[src/hdl/fxalu_pkg.sv]
// shared types and operation codes for the fixed-point alu
`default_nettype none

package fxalu_pkg;

  // operation codes
  localparam logic [3:0] OP_ADD      = 4'd0;
  localparam logic [3:0] OP_SUB      = 4'd1;
  localparam logic [3:0] OP_MUL      = 4'd2;
  localparam logic [3:0] OP_DIV      = 4'd3;
  localparam logic [3:0] OP_INC      = 4'd4;
  localparam logic [3:0] OP_DEC      = 4'd5;
  localparam logic [3:0] OP_MIN      = 4'd6;
  localparam logic [3:0] OP_MAX      = 4'd7;
  localparam logic [3:0] OP_CMP      = 4'd8;
  localparam logic [3:0] OP_TO_INT   = 4'd9;
  localparam logic [3:0] OP_FROM_INT = 4'd10;

  // saturation bounds
  localparam logic signed [31:0] MAX32 = 32'sh7fffffff;
  localparam logic signed [31:0] MIN32 = 32'sh80000000;

  typedef struct packed {
    logic [3:0]         operation;
    logic signed [31:0] operand_a;
    logic signed [31:0] operand_b;
  } in_t;

  typedef struct packed {
    logic signed [31:0] result_value;
    logic               a_less;
    logic               a_equal;
    logic               a_greater;
    logic               overflowed;
    logic               divided_by_zero;
  } out_t;

  // how the back end finishes a request
  typedef enum logic [1:0] {
    CLS_DONE = 2'd0,
    CLS_MUL  = 2'd1,
    CLS_DIV  = 2'd2
  } cls_t;

  // classified request passed from front to back
  typedef struct packed {
    cls_t               cls;
    out_t               res;
    logic signed [31:0] a;
    logic signed [31:0] b;
    logic               neg;
  } item_t;

endpackage

`default_nettype wire

[src/hdl/fxalu_front.sv]
// front end: classifies requests and completes every operation but multiply and non-zero divide
`default_nettype none

module fxalu_front
  import fxalu_pkg::*;
#(
  parameter int FRACTION_BITS = 8
) (
  input  in_t   req,
  output item_t itm
);

  localparam logic signed [63:0] W_MAX = 64'sd2147483647;
  localparam logic signed [63:0] W_MIN = -64'sd2147483648;

  logic signed [31:0] a;
  logic signed [31:0] b;
  logic signed [32:0] sum;
  logic signed [32:0] dif;
  logic signed [32:0] inc;
  logic signed [32:0] dec;
  logic signed [63:0] wide;

  assign a    = req.operand_a;
  assign b    = req.operand_b;
  assign sum  = 33'(a) + 33'(b);
  assign dif  = 33'(a) - 33'(b);
  assign inc  = 33'(a) + 33'sd1;
  assign dec  = 33'(a) - 33'sd1;
  assign wide = 64'(a) <<< FRACTION_BITS;

  // decode and the results completed in the front end
  always_comb begin
    itm     = '0;
    itm.cls = CLS_DONE;
    itm.a   = a;
    itm.b   = b;
    itm.neg = a[31] ^ b[31];
    unique case (req.operation)
      OP_ADD: begin
        itm.res.overflowed   = sum[32] ^ sum[31];
        itm.res.result_value = itm.res.overflowed ? (sum[32] ? MIN32 : MAX32) : sum[31:0];
      end
      OP_SUB: begin
        itm.res.overflowed   = dif[32] ^ dif[31];
        itm.res.result_value = itm.res.overflowed ? (dif[32] ? MIN32 : MAX32) : dif[31:0];
      end
      OP_INC: begin
        itm.res.overflowed   = inc[32] ^ inc[31];
        itm.res.result_value = itm.res.overflowed ? MAX32 : inc[31:0];
      end
      OP_DEC: begin
        itm.res.overflowed   = dec[32] ^ dec[31];
        itm.res.result_value = itm.res.overflowed ? MIN32 : dec[31:0];
      end
      OP_MUL: itm.cls = CLS_MUL;
      OP_DIV: begin
        if (b == 32'sd0) begin
          itm.res.divided_by_zero = 1'b1;
        end else begin
          itm.cls = CLS_DIV;
        end
      end
      OP_MIN: itm.res.result_value = (a < b) ? a : b;
      OP_MAX: itm.res.result_value = (a > b) ? a : b;
      OP_CMP: begin
        itm.res.a_less    = a < b;
        itm.res.a_equal   = a == b;
        itm.res.a_greater = a > b;
      end
      OP_TO_INT: itm.res.result_value = a >>> FRACTION_BITS;
      OP_FROM_INT: begin
        if (wide > W_MAX) begin
          itm.res.overflowed   = 1'b1;
          itm.res.result_value = MAX32;
        end else if (wide < W_MIN) begin
          itm.res.overflowed   = 1'b1;
          itm.res.result_value = MIN32;
        end else begin
          itm.res.result_value = wide[31:0];
        end
      end
      default: itm.res = '0;
    endcase
  end

endmodule

`default_nettype wire

[config.mk]
export PLATFORM = sky130hd
export DESIGN_NAME = fxalu_front
export DESIGN_NICKNAME = d
export VERILOG_FILES = /design/src/hdl/fxalu_pkg.sv /design/src/hdl/fxalu_front.sv
export SDC_FILE = /design/constraint.sdc
export NUM_CORES = 1
export LEC_CHECK = 0
export CAP_MARGIN = 25
export CORE_ASPECT_RATIO = 0.5
export CORE_MARGIN = 2
export CORE_UTILIZATION = 55
export DETAILED_ROUTE_END_ITERATION = 12
export DONT_BUFFER_PORTS = 1
export PLACE_DENSITY = 0.74
export SLEW_MARGIN = 20
export SYNTH_ARGS = -nofsm -noshare
export SYNTH_HDL_FRONTEND = slang
export SYNTH_SLANG_ARGS = --single-unit
[constraint.sdc]
create_clock -name vclk -period 8
set_clock_uncertainty 0.2 [all_clocks]
set_input_delay 1.2 -clock vclk [all_inputs]
set_output_delay 1.2 -clock vclk [all_outputs]
set_load 0.02 [all_outputs]
# Word level (Yosys, flattened, before mapping)
# Index checks and enable logic that the tools add are counted.
dict set report totals {
  ff_bits 0
  elab_cells 45
  output_inout_bits 104
  inputBits 68
}
dict set report op_classes {
  n_addsub 4
  n_reduce_logical 2
  mux 19
  n_eq_ne 11
  magnitude_cmp 4
  n_bitwise 5
}
# cell n
set ops {}
lappend ops {{two-way mux 32 bit} 10}
lappend ops {{one-hot mux 32 bit (8 select lines)} 1}
lappend ops {{greater-than comparator 40 x 32 -> 1 bit (second input constant)} 1}
lappend ops {{less-than comparator 40 x 32 -> 1 bit (second input constant)} 1}
lappend ops {{adder 32 x 2 -> 33 bit (second input constant)} 1}
lappend ops {{adder 32 x 32 -> 33 bit} 1}
lappend ops {{subtractor 32 x 2 -> 33 bit (second input constant)} 1}
lappend ops {{subtractor 32 x 32 -> 33 bit} 1}
lappend ops {{equality test 32 bit} 1}
lappend ops {{greater-than comparator 32 bit} 1}
lappend ops {{logical NOT 32 bit} 1}
lappend ops {{less-than comparator 32 bit} 1}
lappend ops {{equality test 4 x 3 -> 1 bit (second input constant)} 4}
lappend ops {{equality test 4 bit (second input constant)} 3}
lappend ops {{equality test 4 x 2 -> 1 bit (second input constant)} 2}
lappend ops {{one-hot mux 1 bit (5 select lines)} 1}
lappend ops {{XOR 1 bit} 5}
lappend ops {{equality test 4 x 1 -> 1 bit (second input constant)} 1}
lappend ops {{logical NOT 4 bit} 1}
lappend ops {{two-way mux 1 bit} 4}
lappend ops {{one-hot mux 2 bit (2 select lines)} 1}
lappend ops {{two-way mux 3 bit} 1}
lappend ops {{two-way mux 2 bit} 1}

# Depth between registers and ports, before layout
dict set report depth {
  depth_word 4
  mapped_depth 18
  ltp_nobuf 15
}

# Worst setup path before layout
# Ideal clock, no wire load.
dict set report synth_path {
  kind {input -> output}
  start {in req[51] in the netlist's numbering}
  end {out itm[94] in the netlist's numbering}
  path_buffers 2
  required_time_ns 6.600
  cell_stages 17
  setup_slack_ns 1.448
  arrival_ns 5.152
  cell_sequence {buf_6 > or4_4 > or4_4 > or3_4 > or2_4 > nor4_1 > xnor2_1 > ha_1 > or3_1 > clkbuf_1 > or3_1 > nor3_1 > a31oi_1 > o211ai_1 > a31oi_1 > o221a_2 > o211ai_1}
}
# element line_no
set synth_lines {}
lappend synth_lines {{from (decl)} fxalu_front.sv:9} ;# input in_t req,
lappend synth_lines {{to (decl)} fxalu_front.sv:10} ;# output item_t itm

==> flow_summary.json <==
{
  "outcome": "finished clean",
  "start_util_pct": 55.7,
  "mostFrequentLayoutCell": "a21oi_1",
  "maxCapViolCount": 0,
  "drive_above_1_share_pct": 6.36,
  "final_cell_mix": "122 x a21oi_1, 100 x nor2_1, 89 x o21ai_0",
  "p_per_area_nw_per_um2": 78.5,
  "area_delta_synth_final_pct": -4.92,
  "cts_setup_buffers": 0,
  "port_buffers": 0,
  "antenna_cells": 0,
  "crit_type": "in2out",
  "synth_area_um2": 8480,
  "finalCritPeriodShare_pct": 86.0,
  "critPathTopFamily": "simple AND/OR/NAND/NOR gates",
  "ios": 172,
  "synth_top_area_share_pct": 10.0,
  "wl_per_cell_um": 27.8,
  "cpPeakStageDelay_ns": 0.54,
  "dp_hpwl_mm": 30.0,
  "ctsHoldBuffers": 0,
  "cp.depth": 15,
  "ir_drop_mv": 0.0428,
  "setup_slack_ns": 1.12,
  "cpMaxStageDelayCell": "or4_4",
  "synth_nets": 1454,
  "dr.pass1.iters": 6,
  "avgSynthCellArea_um2": 6.44,
  "leakage_nw": 2.94,
  "synth-seq-area-share_pct": 0,
  "nets": 1319,
  "finalSetupViolations": 0,
  "min_path_type": "in2out",
  "dieArea_um2": 16500,
  "finalSetupTns_ns": 0,
  "endpoint_kind": "output port",
  "dr.first_iter.drc_count": 1502,
  "hold_depth": 0,
  "nClkBuffers": 0,
  "setup.worst_path.start_class": "input port",
  "grt_overflow": 0,
  "cp.arrival_ns": 5.48,
  "num_vias": 10500,
  "dp_slack_ns": 1.24,
  "drc": 0,
  "core_um2": 15200,
  "die_y_um": 91.8,
  "synth_area_leaders": "ha_1 10%, a21oi_1 7.3%, xnor2_1 6.2%",
  "crit_start": "req[49]",
  "seq_cells": 0,
  "rsz0062_at_grt": "no",
  "synth_cell_types": 86,
  "period_minus_slack_ns": 6.88,
  "worstMarginPinSlew_ns": 1.06,
  "cts_resized": 0,
  "grt_pass1_wl_mm": 57.2,
  "fmax_ghz": 0.145,
  "grt_max_degree": 33,
  "slew_violations": 0,
  "die_w_um": 180,
  "synth_top_cell_by_area": "ha_1",
  "row_count": 32,
  "cp.buffers_inverters": 0,
  "grt_pass1_vias": 9276,
  "gp_congestion": 1.10,
  "seqCellArea_um2": 0,
  "yosys_warnings": 0,
  "grtUsageTotal_pct": 44.1,
  "min_from": "req[27]",
  "required_ns": 6.60,
  "slew_headroom_pct": 28.5,
  "worstPathCellList": "or4_4 > or4_4 > or3_4 > or2_4 > nor4_1 > xnor2_1 > ha_1 > or3_1 > or3_1 > nor3_1 > a31oi_1 > o211ai_1 > a31oi_1 > o221a_2 > o211ai_1",
  "ant_nets": 0,
  "synthCells": 1316,
  "wl_mm": 38.4,
  "antenna_found_initial": 0,
  "vias_per_cell": 7.57,
  "critPathMaxFanout": 17,
  "final_hold_viol_count": 0
}
==> path summary, 6_finish.rpt <==
check | slack [ns] | end
setup / recovery | 1.12 | itm[94]
hold / removal | 2.20 | itm[28]
==> cell usage after synthesis (all sizes together) (5+ instances only) <==
master and n:
a21oi 123, nor2 100, o21ai 93, buf 84
clkbuf 82, nand2 82, ha 68, inv 68
xnor2 60, nor3 48, o211ai 45, nand3 35
a211oi 33, a221oi 31, nor4 28, nand4 23
mux2i 19, and3 18, mux2 16, o21bai 16
a31oi 15, nand2b 15, or3 15, xor2 15
nor2b 14, o31ai 13, a21o 12, o21a 12
and4 11, and2 8, o22ai 8, or2 8
a221o 7, a22oi 7, o221ai 7, a2111oi 6
a21boi 5, a311oi 5, a32oi 5, a41oi 5
o221a 5, or4 5
==> per-stage QoR <==
stage	hold slack [ns]	power (mW)	std cells	util (%)	area (um2)
after floorplan	2.28	0.530	1316	-	8480
after global placement	2.20	0.600	1383	53.0	8060
after detailed placement	2.20	0.606	1383	53.0	8060
after CTS	2.20	0.609	1383	53.0	8060
after global routing	2.20	0.674	1383	53.0	8060
final	2.20	0.633	1383	53.0	8060
==> final cells by class <==
cell class | count | area [um2]
inverter | 69 | 259
fill | 1563 | 7160
tap | 204 | 255
multi-input combinational | 1081 | 7330
timing repair buffer | 29 | 218
==> logic make-up after synthesis <==
group,count (synthesis),synth area share [%]
XOR/XNOR,75,7.75
AO/OA/AOI/OAI,484,38.6
AND/OR/NAND/NOR,417,25.0
buffers and inverters,235,13.7
multiplexers,35,4.37
adder cells (fa/ha/maj),70,10.5
==> report_power, final <==
| part | switching (mW) | internal, mW |
|---|---|---|
| registers | 0 | 0 |
| logic | 0.409 | 0.224 |
| clock network | 0 | 0 |
==> layer usage <==
metal	GRT usage (%)	vias up	share of wire (%)
li1	-	4627	-
met1	62.2	4834	42
met2	64.4	889	39
met3	13.3	117	16
met4	12.1	0	3.5
met5	0	-	0
Power figures use the tool's default switching activity.
