--- src/hdl/fxalu_pkg.sv ---
// shared types and operation codes for the fixed-point alu
`default_nettype none

package fxalu_pkg;

  // operation codes
  localparam logic [3:0] OP_ADD      = 4'd0;
  localparam logic [3:0] OP_SUB      = 4'd1;
  localparam logic [3:0] OP_MUL      = 4'd2;
  localparam logic [3:0] OP_DIV      = 4'd3;
  localparam logic [3:0] OP_INC      = 4'd4;
  localparam logic [3:0] OP_DEC      = 4'd5;
  localparam logic [3:0] OP_MIN      = 4'd6;
  localparam logic [3:0] OP_MAX      = 4'd7;
  localparam logic [3:0] OP_CMP      = 4'd8;
  localparam logic [3:0] OP_TO_INT   = 4'd9;
  localparam logic [3:0] OP_FROM_INT = 4'd10;

  // saturation bounds
  localparam logic signed [31:0] MAX32 = 32'sh7fffffff;
  localparam logic signed [31:0] MIN32 = 32'sh80000000;

  typedef struct packed {
    logic [3:0]         operation;
    logic signed [31:0] operand_a;
    logic signed [31:0] operand_b;
  } in_t;

  typedef struct packed {
    logic signed [31:0] result_value;
    logic               a_less;
    logic               a_equal;
    logic               a_greater;
    logic               overflowed;
    logic               divided_by_zero;
  } out_t;

  // how the back end finishes a request
  typedef enum logic [1:0] {
    CLS_DONE = 2'd0,
    CLS_MUL  = 2'd1,
    CLS_DIV  = 2'd2
  } cls_t;

  // classified request passed from front to back
  typedef struct packed {
    cls_t               cls;
    out_t               res;
    logic signed [31:0] a;
    logic signed [31:0] b;
    logic               neg;
  } item_t;

endpackage

`default_nettype wire

--- src/hdl/fxalu_queue.sv ---
// two-entry queue between front and back end
`default_nettype none

module fxalu_queue
  import fxalu_pkg::*;
(
  input  logic  clk,
  input  logic  rst_n,
  input  logic  push,
  input  item_t push_itm,
  output logic  full,
  input  logic  pop,
  output logic  not_empty,
  output item_t pop_itm
);

  item_t       mem_r [2];
  logic        wr_r;
  logic        wr_nxt;
  logic        rd_r;
  logic        rd_nxt;
  logic [1:0]  cnt_r;
  logic [1:0]  cnt_nxt;
  logic        do_push;
  logic        do_pop;

  assign full      = cnt_r == 2'd2;
  assign not_empty = cnt_r != 2'd0;
  assign do_push   = push && !full;
  assign do_pop    = pop && not_empty;
  assign pop_itm   = mem_r[rd_r];

  // pointer and fill count
  always_comb begin
    wr_nxt  = do_push ? !wr_r : wr_r;
    rd_nxt  = do_pop ? !rd_r : rd_r;
    cnt_nxt = cnt_r + 2'(do_push) - 2'(do_pop);
  end

  always_ff @(posedge clk) begin
    if (!rst_n) begin
      wr_r  <= 1'b0;
      rd_r  <= 1'b0;
      cnt_r <= 2'd0;
    end else begin
      wr_r  <= wr_nxt;
      rd_r  <= rd_nxt;
      cnt_r <= cnt_nxt;
    end
  end

  // storage
  always_ff @(posedge clk) begin
    if (do_push) begin
      mem_r[wr_r] <= push_itm;
    end
  end

endmodule

`default_nettype wire

--- config.mk ---
export PLATFORM = sky130hd
export DESIGN_NAME = fxalu_queue
export DESIGN_NICKNAME = d
export VERILOG_FILES = /design/src/hdl/fxalu_pkg.sv /design/src/hdl/fxalu_queue.sv
export SDC_FILE = /design/constraint.sdc
export NUM_CORES = 1
export LEC_CHECK = 0
export BUFFER_PORTS_ARGS = -buffer_cell sky130_fd_sc_hd__buf_4
export CORE_MARGIN = 1
export CORE_UTILIZATION = 43
export DETAILED_ROUTE_END_ITERATION = 12
export PLACE_DENSITY = 0.67
export SLEW_MARGIN = 25
export SYNTH_ARGS = -nofsm -noshare
export SYNTH_HDL_FRONTEND = slang
export SYNTH_SLANG_ARGS = --single-unit
--- constraint.sdc ---
create_clock -name clk -period 7.6 [get_ports clk]
set_clock_uncertainty 0.05 [all_clocks]
set_input_delay 1.9 -clock clk [delete_from_list [all_inputs] [get_ports clk]]
set_output_delay 1.9 -clock clk [all_outputs]
set_load 0.005 [all_outputs]
# Word-level counts from Yosys, hierarchy flattened
# Memory sizes are Yosys's and may differ from the RTL's. A register that Yosys moved wholly into a read port is not among the register bits.
# Index checks and enable logic that the tools add are counted.
# word_totals
memories	1
word_cells	17
ramBits	208
regBits	4
out_inout_bits	106
# op_classes
muxes	4
reduce_logical	6
add_sub_neg	2
n_eq_ne	1
# memory_table
memory	words	word_bits	read_ports	rd_ports_with_merged_regs	wr	line	text
mem_r	2	104	1	1	1	fxalu_queue.sv:17	item_t mem_r [2];
# op_table
cell	n
1-bit two-way mux	4
1-bit logical NOT	3
2-bit by 1-bit adder with 2-bit output	1
2-bit == test (second input constant)	1
1-bit logical AND	2
2-bit nonzero test	1
2-bit by 1-bit subtractor with 2-bit output	1

# Logic depth before layout (Yosys ltp)
# Gate-level depths: netlist of the first run.
# logic_depth
depth_word	5
mapped_depth	8
depth_no_buf	8

# Worst setup path after synthesis of the first run
# No wires, ideal clock.
# synth_path
path_type	input -> register
start	in push
end	mem mem_r[0][0] (netlist bit) (enable)
n_path_buf	0
setup_ns	0.568
t_arrival_ns	6.321
setup_slack_ns	0.661
cell_stages	2
cell_sequence	nand2_1 > nor2_1
# synth_between
elab_chain_len	3
# synth_lines
element	line	text
start: declaration	fxalu_queue.sv:9	input logic push,
1-bit logical AND	fxalu_queue.sv:29	assign do_push = push && !full;
1-bit two-way mux	fxalu_queue.sv:54	if (do_push) begin
1-bit two-way mux (implied by the code)	fxalu_queue.sv:55	mem_r[wr_r] <= push_itm;
end: declaration	fxalu_queue.sv:17	
# Every way passes these cells.

==> impl_metrics.toml, run 1 <==
[die]
num_rows = 49
die_area_um2 = 19100
initial_utilization = 0.442
die_h_um = 138
ios = 214
die_w_um = 138
core-area_um2 = 18100

[clock_network]
ctsResizeCount = 0
h-tree-depth = 1
cts_setup_buffers = 0
ctsHoldBuffers = 0
clock_path_buffers = 3
cts_tree = "yes"
insertion_delay_ps = 490
cts_sinks = 213
cts-root-buf = "clkbuf_16"
numCtsBuffers = 22
clk_pin_slew_ps = 60

[synthesis]
ys_seq_area_frac = 0.794
avgSynthCellArea_um2 = 22.8
yosysMostFrequentCell = "edfxtp_1"
synth-edff-count = 208
synth_xor_area_frac = 0.00329
synth_largest_area_cell = "edfxtp_1"
synth_fa_ha_area_frac = 0.00313
yosys.area_share.simple = 0.00673
yosysUniqueCellTypes = 19
synth-seq-cells = 213
async_flop_share = 0
yosys_most_used_dff = "edfxtp_1"
synth-compound-area-share = 0.000940
synth_mux_area_frac = 0.176
syn_inst = 350
syn-num-nets = 460
synth_warnings = 0
synth_area_leaders = "edfxtp_1 (78%), mux2_4 (11%), mux2_2 (6.2%)"
synth_commonest_cells = "edfxtp_1 (208), mux2_4 (60), mux2_2 (44)"
synth_area_um2 = 7990
synth_top_area_share = 0.782
synth_top_family_by_area = "multiplexers"

[critical_path]
reg2reg_depth = 3
required_ps = 5650
r2r_slack_ps = 5140
start_kind = "register"
path_max_fanout = 37
cp.arrival_ps = 2340
path_class = "reg2out"
critPathCaptureType = "output port"
timing.rr.start = "cnt_r[0]"
r2r_end = "mem_r[1][33]"

[grt]
overflow = 0
antenna_found_initial = 0
grt_pass1_wl_um = 22800
grt_pass1_vias = 4286
grt_use_total = 0.153
grt_max_degree = 73

[sta]
slew_headroom = 0.320
drv_slew = 0
clock.fmax_mhz = 233
min_period_ps = 4290
worst-slew-pin-transition_ps = 1020
rsz0062_at_grt = "false"
post-route-period-util = 0.564
setup_tns_ps = 0
hold_viol = 0
setup_viol = 0

[worst_hold_path]
min_delay_path_depth = 2
holdCritPathClass = "reg2reg"
hp-start = "rd_r"

[detailed_routing]
drtAntennaViolNets = 0
avgViaCountPerCell = 4.82
vias = 3978
first_pass_iters = 8
drc = 26
drtIter0Drc = 167
wl_per_cell_um = 18.0
wl_um = 14800

[layout]
drive_gt1_frac = 0.596
nNetsFinal = 690
syn_to_final_growth_pct = 32.4
n_fill_cell = 1366
antenna_cells = 0
layout.cells.non_filler = 825

[power]
cellPowerDensity_nw_per_um2 = 324
vdd_drop_max_mv = 0.237
power_leakage_nw = 4.08

[placed_design]
dpl.cell_count = 784
portBuffers = 213
gp_congestion = 0.685
dp_hpwl_um = 9710

[run_status]
outcome = "complete, but fails checks"
violations = "DRC"

[flow_run]
max_cap_violations = 0
==> sequential cells by signal (all words and copies together), names as in the netlist, named ones only <==
signal	cells
cnt_r	2
mem_r	208
rd_r	1
wr_r	1
==> cell type report <==
cell class | instances | area (um2) | area share
sequential | 213 | 6350 | 0.600
timing repair buffer | 218 | 1680 | 0.158
multi-input combinational | 122 | 1530 | 0.145
clock buffer | 30 | 632 | 0.0597
tap | 229 | 287 | 0.0271
clock inverter | 10 | 91.3 | 0.00863
inverter | 3 | 11.3 | 0.00106
==> cell families (layout without fill, tap and decap cells) <==
group,Yosys count,count (layout)
AOI/OAI and AO/OA,1,1
buffers and inverters,15,261
xor gates and xnor gates,3,3
muxes,105,105
adders and majority gates,2,2
and+or+nand+nor,11,11
DFF,213,213
==> layout by cell type (no fill, tap or decap), drive strengths merged <==
master | netlist | routed
xnor2 | 2 | 2
nor2 | 4 | 4
clkinv | 0 | 8
and3 | 1 | 1
inv | 3 | 3
dfxtp | 5 | 5
clkbuf | 0 | 30
and2 | 1 | 1
mux2i | 1 | 1
nand2b | 2 | 2
buf | 12 | 218
mux2 | 104 | 104
nand2 | 2 | 2
or2 | 1 | 1
edfxtp | 208 | 208
xor2 | 1 | 1
bufinv | 0 | 2
ha | 2 | 2
o21a | 1 | 1
==> worst max-delay path, cell delays in order (launching register included) <==
cell,delay (ps)
dfxtp_4,640
buf_4,620
mux2_2,420
buf_4,140
==> worst max path at each step <==
stage | startpoint | cells past startpoint | slack, ps | endpoint
after floorplan | push | 2 | 660 | mem_r[0][0]
after global placement | push | 4 | 3280 | mem_r[0][90]
after detailed placement | push | 4 | 3220 | mem_r[0][37]
after CTS | register | 3 | 3250 | pop_itm[18]
after global routing | register | 3 | 3200 | pop_itm[18]
final | register | 3 | 3310 | pop_itm[18]
==> per-stage QoR <==
stage	instance area, um2	utilization	hold slack, ps	worst slack [ps]	power [mW]
floorplan	7990	-	405	661	2.03
global placement	9800	0.542	448	3280	2.38
detailed placement	9830	0.543	467	3220	2.41
CTS	10600	0.583	484	3250	3.47
global route	10600	0.585	518	3200	3.58
finish	10600	0.585	488	3310	3.43
==> layer usage <==
metal / track usage / share of wire / vias to the layer above
met3: 0.0423 / 0.085 / 26
met2: 0.265 / 0.51 / 169
met1: 0.187 / 0.39 / 1948
met5: 0 / 0 / -
li1: - / - / 1835
met4: 0.0461 / 0.017 / 0
==> report_power, final <==
group / internal, mW / leakage (nW) / switching [mW]
sequential: 1.48 / 1.99 / 0.0606
clock: 0.646 / 0.353 / 0.405
combinational: 0.499 / 1.74 / 0.339
(Power assumes the default switching activity.)
==> inputs of run 2 (changes only) <==
==> constraint.sdc (replaced) <==
create_clock -name clk -period 4.4 [get_ports clk]
set_clock_uncertainty 0.05 [all_clocks]
set_input_delay 1.1 -clock clk [delete_from_list [all_inputs] [get_ports clk]]
set_output_delay 1.1 -clock clk [all_outputs]
set_load 0.005 [all_outputs]
==> run 2 against run 1 <==
Against the previous run:
- the flow still finishes with violations (DRC)
- total power up 73%
- critical path type unchanged
- hold slack worse by 20 ps
- highest routed layer unchanged
- largest power group unchanged
- sequential power up 73%
- sequential share of layout area about the same
==> impl_metrics.toml, run 2 (synthesized netlist as in run 1, its figures left out) <==
[grt]
grt_pass1_vias = 4202
overflow = 0
grt_max_degree = 61
antenna_found_initial = 0
grt_use_total = 0.149
grt_pass1_wl_um = 22200

[layout]
final_common_cell = "buf_4"
n_fill_cell = 1325
largest_reg_flops = 208
top_register = "mem_r"
nNetsFinal = 691
reg_top3 = "mem_r: 208 flops, cnt_r: 2 flops"
mostFrequentLayoutCells = "buf_4 (215), edfxtp_1 (208), mux2_4 (60), mux2_2 (44), clkbuf_16 (23)"
syn_to_final_growth_pct = 32.5
antenna_cells = 0
drive_gt1_frac = 0.601

[sta]
worst-slew-pin-transition_ps = 733
setup_viol = 0
drv_slew = 0
hold_viol = 0
slew_headroom = 0.511
setup_tns_ps = 0
post-route-period-util = 0.779
rsz0062_at_grt = "false"
min_period_ps = 3430
clock.fmax_mhz = 292

[detailed_routing]
avgViaCountPerCell = 4.82
vias = 3980
wl_per_cell_um = 17.6
drc = 32
drtAntennaViolNets = 0
first_pass_iters = 8
wl_um = 14500
drtIter0Drc = 216

[die]
initial_utilization = 0.442
core-area_um2 = 18100
die_w_um = 138
die_h_um = 138
die_area_um2 = 19100
ios = 214
num_rows = 49

[worst_hold_path]
hp-start = "rd_r"
min_delay_path_depth = 2
holdCritPathClass = "reg2reg"

[clock_network]
cts_setup_buffers = 0
cts_sinks = 213
clk_pin_slew_ps = 60
cts-root-buf = "clkbuf_16"
h-tree-depth = 1
insertion_delay_ps = 490
ctsHoldBuffers = 0
clock_path_buffers = 3
cts_tree = "yes"
numCtsBuffers = 23
ctsResizeCount = 0

[power]
total_power_mw = 5.94
internal_power_mw = 4.53
power_leakage_nw = 4.09
vdd_drop_max_mv = 0.370
p_switching_mw = 1.41
power.share.combinational = 0.238
sequentialPowerShare = 0.450
cellPowerDensity_nw_per_um2 = 562
clkPwrFrac = 0.312
sw_frac_of_total = 0.237

[placed_design]
gp_congestion = 0.768
portBuffers = 213
dp_hpwl_um = 9420

[critical_path]
required_ps = 3250
path_max_fanout = 39
reg2reg_depth = 4
r2r_slack_ps = 2260
path_class = "reg2out"
cp.arrival_ps = 2280
timing.rr.start = "cnt_r[0]"
r2r_end = "mem_r[0][71]"
start_kind = "register"
critPathCaptureType = "output port"

[run_status]
outcome = "complete, but fails checks"
violations = "DRC"

[flow_run]
max_cap_violations = 0
==> run 2: layout make-up <==
class | count | area [um2] | area share
flip-flops and latches | 213 | 6350 | 0.600
repair buffers | 218 | 1670 | 0.158
multi-input cells | 122 | 1530 | 0.145
clock buffers | 25 | 583 | 0.0551
well taps | 229 | 287 | 0.0271
clock inverters | 16 | 148 | 0.0139
inverters | 3 | 11.3 | 0.00106
==> run 2: per-stage QoR <==
step / util / std cells / hold WS (ps) / cell area [um2] / worst slack (ps)
after floorplan: - / 350 / 416 / 7990 / 12.4
after global placement: 0.545 / 785 / 445 / 9850 / 1500
after detailed placement: 0.545 / 785 / 454 / 9850 / 1440
after CTS: 0.585 / 826 / 476 / 10600 / 911
after global routing: 0.585 / 826 / 507 / 10600 / 845
final: 0.585 / 826 / 468 / 10600 / 971
==> run 2: worst max path at each step <==
stage | startpoint | endpoint
floorplan | push | mem_r[0][0]
global placement | register | pop_itm[103]
detailed placement | register | pop_itm[0]
CTS | register | pop_itm[103]
global route | register | pop_itm[103]
finish | register | pop_itm[103]
==> run 2: critical path: stages, from the launching register on <==
cell and delay (ps):
dfxtp_4 800, buf_4 450, mux2_2 380, buf_4 130
==> run 2: metal layers <==
layer	wire length [um]	global-route usage	up-vias	part of all wire
met5	0	0	-	0
met4	321	0.0461	0	0.022
met3	1310	0.0502	24	0.090
met2	7060	0.251	153	0.49
met1	5840	0.182	1962	0.40
li1	-	-	1841	-
==> run 2: power groups by stage <==
stage	clock network (mW)	logic (mW)	registers (mW)
after floorplan	0	0.839	2.66
after global placement	0	1.41	2.71
after detailed placement	0	1.44	2.72
after CTS	1.90	1.45	2.68
after global routing	1.98	1.51	2.70
final	1.85	1.42	2.67
